[src/rtl/bdth_pkg.sv]
`timescale 1ns / 1ps
// ----------------------------------------------------------------------------
// bdth_pkg
// Shared types and constants for the debounced button with tap and hold
// detection.
// ----------------------------------------------------------------------------
package bdth_pkg;

  localparam int LIMIT_W   = 16;
  localparam int STAMP_W   = 32;
  localparam int CFG_IDX_W = 1;

  // Register indexes on the configuration port.
  localparam logic [CFG_IDX_W-1:0] CFG_DEBOUNCE_LIMIT = 1'b0;
  localparam logic [CFG_IDX_W-1:0] CFG_HOLD_LIMIT     = 1'b1;

  localparam logic [LIMIT_W-1:0] DEBOUNCE_LIMIT_RST = 16'd50;
  localparam logic [LIMIT_W-1:0] HOLD_LIMIT_RST     = 16'd500;

  typedef enum logic [2:0] {
    PH_IDLE    = 3'd0,
    PH_OFF     = 3'd1,
    PH_ON_DEB  = 3'd2,
    PH_ON      = 3'd3,
    PH_OFF_DEB = 3'd4
  } deb_phase_t;

  typedef enum logic [1:0] {
    BS_UNPRESSED = 2'd0,
    BS_PRESSED   = 2'd1,
    BS_HOLD      = 2'd2
  } btn_state_t;

  typedef struct packed {
    logic       is_down;
    logic       is_held;
    logic       just_pressed;
    logic       tap_pulse;
    logic       hold_pulse;
    logic       state_changed;
    logic [1:0] new_button_state;
  } bdth_res_t;

endpackage

[src/rtl/bdth_core.sv]
`timescale 1ns / 1ps
// ----------------------------------------------------------------------------
// bdth_core
// Debounce machine, button state and change stamp, advanced once per beat.
// ----------------------------------------------------------------------------
module bdth_core (
  input  logic                      clk,
  input  logic                      rst_n,
  input  logic                      step_en,
  input  logic                      pin_level,
  input  logic [bdth_pkg::STAMP_W-1:0] now_time,
  input  logic [bdth_pkg::LIMIT_W-1:0] debounce_limit,
  input  logic [bdth_pkg::LIMIT_W-1:0] hold_limit,
  output bdth_pkg::bdth_res_t       res
);
  import bdth_pkg::*;

  deb_phase_t         phase_r, phase_nxt;
  btn_state_t         bstate_r, bstate_nxt;
  logic [STAMP_W-1:0] stamp_r, stamp_nxt;
  logic               prev_level_r;
  logic               press_flag_r, press_flag_nxt;
  logic               level_changed;
  logic [STAMP_W-1:0] elapsed;
  logic               deb_done;
  logic               hold_done;
  logic               tap;
  logic               hold;
  logic               chg;

  assign level_changed = (pin_level != prev_level_r);
  assign stamp_nxt     = level_changed ? now_time : stamp_r;
  // A fresh level change restarts the interval at zero.
  assign elapsed       = level_changed ? '0 : (now_time - stamp_r);
  assign deb_done      = elapsed > {{(STAMP_W-LIMIT_W){1'b0}}, debounce_limit};
  assign hold_done     = elapsed > {{(STAMP_W-LIMIT_W){1'b0}}, hold_limit};

  always_comb begin
    phase_nxt      = phase_r;
    bstate_nxt     = bstate_r;
    press_flag_nxt = press_flag_r;
    tap            = 1'b0;
    hold           = 1'b0;
    chg            = 1'b0;
    case (phase_r)
      PH_OFF: begin
        if (!pin_level) begin
          phase_nxt      = PH_ON_DEB;
          bstate_nxt     = BS_PRESSED;
          chg            = 1'b1;
          press_flag_nxt = 1'b1;
        end
      end
      PH_ON_DEB: begin
        press_flag_nxt = 1'b0;
        if (deb_done) begin
          phase_nxt = PH_ON;
        end
      end
      PH_ON: begin
        if (pin_level) begin
          phase_nxt = PH_OFF_DEB;
          tap       = (bstate_r != BS_HOLD);
        end else if (bstate_r != BS_HOLD && hold_done) begin
          bstate_nxt = BS_HOLD;
          chg        = 1'b1;
          hold       = 1'b1;
        end
      end
      PH_OFF_DEB: begin
        if (deb_done) begin
          phase_nxt  = PH_OFF;
          bstate_nxt = BS_UNPRESSED;
          chg        = 1'b1;
        end
      end
      default: begin
        phase_nxt = PH_OFF;
      end
    endcase
  end

  always_ff @(posedge clk) begin
    if (!rst_n) begin
      phase_r      <= PH_IDLE;
      bstate_r     <= BS_UNPRESSED;
      stamp_r      <= '0;
      prev_level_r <= 1'b0;
      press_flag_r <= 1'b0;
    end else if (step_en) begin
      phase_r      <= phase_nxt;
      bstate_r     <= bstate_nxt;
      stamp_r      <= stamp_nxt;
      prev_level_r <= pin_level;
      press_flag_r <= press_flag_nxt;
    end
  end

  always_comb begin
    res.is_down          = (bstate_nxt == BS_PRESSED);
    res.is_held          = (bstate_nxt == BS_HOLD);
    res.just_pressed     = press_flag_nxt;
    res.tap_pulse        = tap;
    res.hold_pulse       = hold;
    res.state_changed    = chg;
    res.new_button_state = chg ? bstate_nxt : BS_UNPRESSED;
  end

  // A release cannot be a tap and a hold in the same beat.
  a_tap_hold_excl: assert property (@(posedge clk) disable iff (!rst_n)
    step_en |-> !(res.tap_pulse && res.hold_pulse))
    else $error("tap and hold pulse in the same beat");

  // An accepted press always raises the just-pressed flag.
  a_press_flag: assert property (@(posedge clk) disable iff (!rst_n)
    (step_en && phase_r == PH_OFF && !pin_level) |=> press_flag_r)
    else $error("press accepted without just-pressed flag");

  // A hold is only ever entered from a steady press in the on phase.
  a_hold_entry: assert property (@(posedge clk) disable iff (!rst_n)
    (step_en && res.hold_pulse) |-> (phase_r == PH_ON && !pin_level))
    else $error("hold reported outside a steady press");

  // Pressed and hold are never reported together.
  a_down_held: assert property (@(posedge clk) disable iff (!rst_n)
    step_en |-> !(res.is_down && res.is_held))
    else $error("button both down and held");

endmodule

[src/rtl/button_debounce_tap_hold_unit.sv]
`timescale 1ns / 1ps
// ----------------------------------------------------------------------------
// button_debounce_tap_hold_unit
// Debounced active-low button with tap and hold pulses.
// Each accepted beat passes from the input register through the state
// update into the result register once the result slot is free or drains.
// Throughput: one beat per cycle unless the result side stalls; the update
// is one subtract and two compares between input and result registers.
// Reset clears the debounce phase to idle, the button state to unpressed, the
// change stamp, level and flags to zero, and loads limits 50 and 500.
// ----------------------------------------------------------------------------
module button_debounce_tap_hold_unit (
  input  logic                           clk,
  input  logic                           rst_n,
  input  logic                           cfg_wr_en,
  input  logic [bdth_pkg::CFG_IDX_W-1:0] cfg_index,
  input  logic [bdth_pkg::LIMIT_W-1:0]   cfg_wdata,
  input  logic                           in_valid,
  output logic                           in_stall,
  input  logic                           in_pin_level,
  input  logic [bdth_pkg::STAMP_W-1:0]   in_now_time,
  output logic                           out_valid,
  input  logic                           out_stall,
  output logic                           out_is_down,
  output logic                           out_is_held,
  output logic                           out_just_pressed,
  output logic                           out_tap_pulse,
  output logic                           out_hold_pulse,
  output logic                           out_state_changed,
  output logic [1:0]                     out_new_button_state
);
  import bdth_pkg::*;

  logic [LIMIT_W-1:0] debounce_limit_r;
  logic [LIMIT_W-1:0] hold_limit_r;
  logic               in_valid_r, in_valid_nxt;
  logic               pin_level_r;
  logic [STAMP_W-1:0] now_time_r;
  logic               out_valid_r, out_valid_nxt;
  bdth_res_t          res;
  bdth_res_t          res_r;
  logic               in_take;
  logic               advance;

  // The held beat moves on whenever the result slot is free or being drained.
  assign advance      = in_valid_r && (!out_valid_r || !out_stall);
  assign in_stall     = in_valid_r && !advance;
  assign in_take      = in_valid && !in_stall;
  assign in_valid_nxt = in_take || (in_valid_r && !advance);
  assign out_valid_nxt = advance || (out_valid_r && out_stall);

  always_ff @(posedge clk) begin
    if (!rst_n) begin
      debounce_limit_r <= DEBOUNCE_LIMIT_RST;
      hold_limit_r     <= HOLD_LIMIT_RST;
      in_valid_r       <= 1'b0;
      out_valid_r      <= 1'b0;
    end else begin
      in_valid_r  <= in_valid_nxt;
      out_valid_r <= out_valid_nxt;
      if (cfg_wr_en) begin
        case (cfg_index)
          CFG_DEBOUNCE_LIMIT: debounce_limit_r <= cfg_wdata;
          CFG_HOLD_LIMIT:     hold_limit_r     <= cfg_wdata;
          default: ;
        endcase
      end
    end
  end

  always_ff @(posedge clk) begin
    if (in_take) begin
      pin_level_r <= in_pin_level;
      now_time_r  <= in_now_time;
    end
    if (advance) begin
      res_r <= res;
    end
  end

  bdth_core u_core (
    .clk            (clk),
    .rst_n          (rst_n),
    .step_en        (advance),
    .pin_level      (pin_level_r),
    .now_time       (now_time_r),
    .debounce_limit (debounce_limit_r),
    .hold_limit     (hold_limit_r),
    .res            (res)
  );

  assign out_valid            = out_valid_r;
  assign out_is_down          = res_r.is_down;
  assign out_is_held          = res_r.is_held;
  assign out_just_pressed     = res_r.just_pressed;
  assign out_tap_pulse        = res_r.tap_pulse;
  assign out_hold_pulse       = res_r.hold_pulse;
  assign out_state_changed    = res_r.state_changed;
  assign out_new_button_state = res_r.new_button_state;

endmodule

[config.mk]
export PLATFORM = sky130hd
export DESIGN_NAME = button_debounce_tap_hold_unit
export DESIGN_NICKNAME = d
export VERILOG_FILES = /design/src/rtl/bdth_pkg.sv /design/src/rtl/bdth_core.sv /design/src/rtl/button_debounce_tap_hold_unit.sv
export SDC_FILE = /design/constraint.sdc
export NUM_CORES = 1
export LEC_CHECK = 0
export ABC_AREA = 1
export BUFFER_PORTS_ARGS = -buffer_cell sky130_fd_sc_hd__clkbuf_2
export CAP_MARGIN = 20
export CORE_ASPECT_RATIO = 0.75
export CORE_MARGIN = 4
export CORE_UTILIZATION = 40
export CTS_BUF_LIST = sky130_fd_sc_hd__clkbuf_16
export DETAILED_ROUTE_END_ITERATION = 12
export SYNTH_ARGS = -nofsm -noshare
export SYNTH_HDL_FRONTEND = slang
export SYNTH_HIERARCHICAL = 1
export SYNTH_SLANG_ARGS = --single-unit
[constraint.sdc]
create_clock -name clk -period 6.3 [get_ports clk]
set_input_delay 0.315 -clock clk [delete_from_list [all_inputs] [get_ports clk]]
set_output_delay 0.315 -clock clk [all_outputs]
set_load 0.02 [all_outputs]
==> results.ini <==
[run_status]
status=finished, final reports clean

[placed_design]
dp.final_hpwl_um=14700
gp_routability_congestion=0.885
port_buffers=64
place_area_sq_um=8070

[synth]
syn_area_sq_um=7560
synth-seq-cells=114
synth_edf_count=41
syn_area_per_cell_sq_um=7.06
synth_compound_area_share_pct=11.6
synthAdderAreaFrac_pct=10.4
synth_top_family_by_area=simple AND/OR/NAND/NOR gates
synthArstFlopShare_pct=0
synth_flop_cell=dfxtp_1
synth.area.mux_share_pct=0
synth-simple-area-share_pct=29.8
synthCells=1071
synth_fp_nets=1188
ys_types=45
ys_warn_count=6
synth-xor-area-share_pct=0.927
ys_seq_area_share_pct=35.6

[route]
drc_errors=0
avgRoutedWirePerCell_um=13.6
viasPerCell=4.88
firstDrtPassIters=6
drt-initial-drc-count=563
ant_nets=0
num_vias=6802
routed_wl_um=18900

[final_layout]
nets=1250
final.fill_count=1904
drive_above_1_share_pct=13.8
fin_area_sq_um=8620
synthToLayoutAreaGrowth_pct=14.0
layout.area.seq_sq_um=2690
final_common_cell=nand2_1
antenna_cells=0
most-common-layout-cells=nand2_1, inv_1, nor2_1, a21oi_1, dfxtp_1
multi_input_area_sq_um=3990

[die]
rows=43
coreArea_sq_um=18500
die_y_um=127
ios=65
die_w_um=167
die_area_sq_um=21200
start_util_pct=40.9

[global_route]
use_met3_pct=3.53
globalRouteMet1Util_pct=28.0
grt_usage_pct=18.1
grt_pass1_wl_um=31100
busiest_layer=met1
grt_max_degree=70
grt.met2_usage_pct=25.7
grt_pass1_vias=6127
overflow=0
antenna_found_initial=0

[power_and_ir_drop]
powerDensity_nw_per_um2=267
leakagePower_nw=4.18
ir_worst_vdd_mv=0.129

[timing]
slew_headroom_pct=43.3
slew_viol_final=0
min_period_ps=3670
period_share_pct=58.2
max_freq_mhz=273
finClkSkew_ps=11.2
rsz0062_at_grt=false
tightestPinTransition_ps=848
setup_viol=0
hold_viol=0
tns_ps=0

[hold_path]
hold_end=now_time_r[12]
hold_path_class=input pin to flop
hold_depth=1
hold_start=in_now_time[12]

[clock_tree]
cts-root-buf=clkbuf_16
tritoncts=done
ctsHoldBuffers=0
cts_resized=0
clk_path_buf_depth=2
h-tree-depth=4
cts.sinks=114
clk_latency_ps=420
clk_pin_slew_worst_paths_ps=60
post_cts_buffers=0
cts_buffers=17

[setup_path]
crit_path_end_kind=flop
crit_slowest_cell=ha_1
required_ps=6480
arrival_ps=3840
cpLargestDelayFamily=simple AND/OR/NAND/NOR gates
critPathLaunchType=flop
crit_path_cell_trace=ha_1 > nand2_1 > nor2_2 > inv_2 > nor3_2 > nand2_1 > nand2_2 > o21ai_0 > a21oi_1 > ha_1 > a21oi_1 > o21ai_0 > nor2_1 > nand2_1 > nand2_1 > nand2_2 > nand2_1 > o211ai_2 > a21boi_1
ff2ff_setup_slack_ps=2630
path_class=flop to flop
r2r_cells=19
r2r-start=now_time_r[10]
r2r-end=out_is_held
worst-path-buf-inv=1
max_stage_delay_ps=460
cp_common_cell=nand2_1
cp_max_fo=5

[job]
cap_violations=0

-- how the worst max path moves through the flow --
stage                         from           endpoint  slack [ps]  cells past startpoint
global route        now_time_r[10]  u_core/phase_r[2]        2270                     26
CTS                 now_time_r[10]        out_is_held        2710                     19
global placement    now_time_r[11]        out_is_held        2730                     19
detailed placement  now_time_r[10]        out_is_held        2730                     19
finish              now_time_r[10]        out_is_held        2630                     19
floorplan            now_time_r[0]        out_is_held        3320                     24
-- kinds of logic (layout without fill, tap and decap cells) --
group,Yosys count,count (layout)
AOI/OAI and AO/OA,165,165
adders and majority gates,62,62
xor gates and xnor gates,8,8
DFF,114,114
and+or+nand+nor,505,505
buffers and inverters,217,292
-- layout make-up --
cell class,count,share of cell area [%]
Clock buffer,17,4.93
Inverter,191,8.35
Multi-Input combinational cell,740,46.3
Sequential cell,114,31.2
Tap cell,247,3.58
Clock inverter,15,1.44
Timing Repair Buffer,69,4.15
-- synthesized netlist by cell type, types with 3 or more instances --
cell type,number,area share (%)
buf_4,7,0.69
nand4_1,12,0.99
xnor2_1,6,0.69
dfxtp_1,73,19
nor3_2,4,0.53
clkinv_1,3,0.15
nand2_1,243,12
or2_2,3,0.25
o21bai_1,3,0.30
inv_1,176,8.7
nor3_1,3,0.20
clkbuf_1,11,0.55
nor2_2,7,0.58
o21ai_0,60,4.0
edfxtp_1,41,16
ha_1,61,10
nand3_1,72,4.8
buf_6,4,0.60
nand3b_1,7,0.69
a21oi_1,86,5.7
nor2_1,123,6.1
o21ai_1,4,0.26
nand2_2,11,0.91
inv_2,11,0.55
nand3_2,10,1.3
buf_2,3,0.20
-- metal layers --
layer	up-vias	share of wire, %
li1	3567	-
met1	3047	53
met2	179	40
met3	9	5.9
met4	0	0.51
met5	-	0
-- sequential cells by signal, indices dropped and copies added, names as in the netlist --
name	cells
u_core/bstate_r	2
out_is_held	1
in_valid_r	1
out_is_down	1
u_core/phase_r	3
out_new_button_state	2
debounce_limit_r	16
out_state_changed	1
now_time_r	32
u_core/press_flag_r	1
u_core/stamp_r	32
hold_limit_r	16
out_tap_pulse	1
u_core/prev_level_r	1
out_valid	1
out_just_pressed	1
out_hold_pulse	1
pin_level_r	1
-- power breakdown --
group          switching [mW]  internal [mW]  total, mW
Combinational           0.367          0.198      0.565
Clock                   0.361          0.537      0.898
Sequential             0.0224          0.813      0.835
Total                   0.751           1.55       2.30
-- through the flow --
| step | utilization, % | hold WS (ps) | setup WS, ps | cells | power, mW |
|---|---|---|---|---|---|
| 6_report | 46.6 | 66.6 | 2630 | 1393 | 2.30 |
| 5_1_grt | 46.6 | 51.2 | 2270 | 1393 | 2.43 |
| 3_3_place_gp | 43.6 | 444 | 2730 | 1361 | 1.41 |
| 2_1_floorplan | - | 414 | 3320 | 1071 | 1.26 |
| 3_5_place_dp | 43.6 | 448 | 2730 | 1361 | 1.41 |
| 4_1_cts | 46.6 | 45.9 | 2710 | 1393 | 2.32 |
Power figures use the tool's default switching activity.
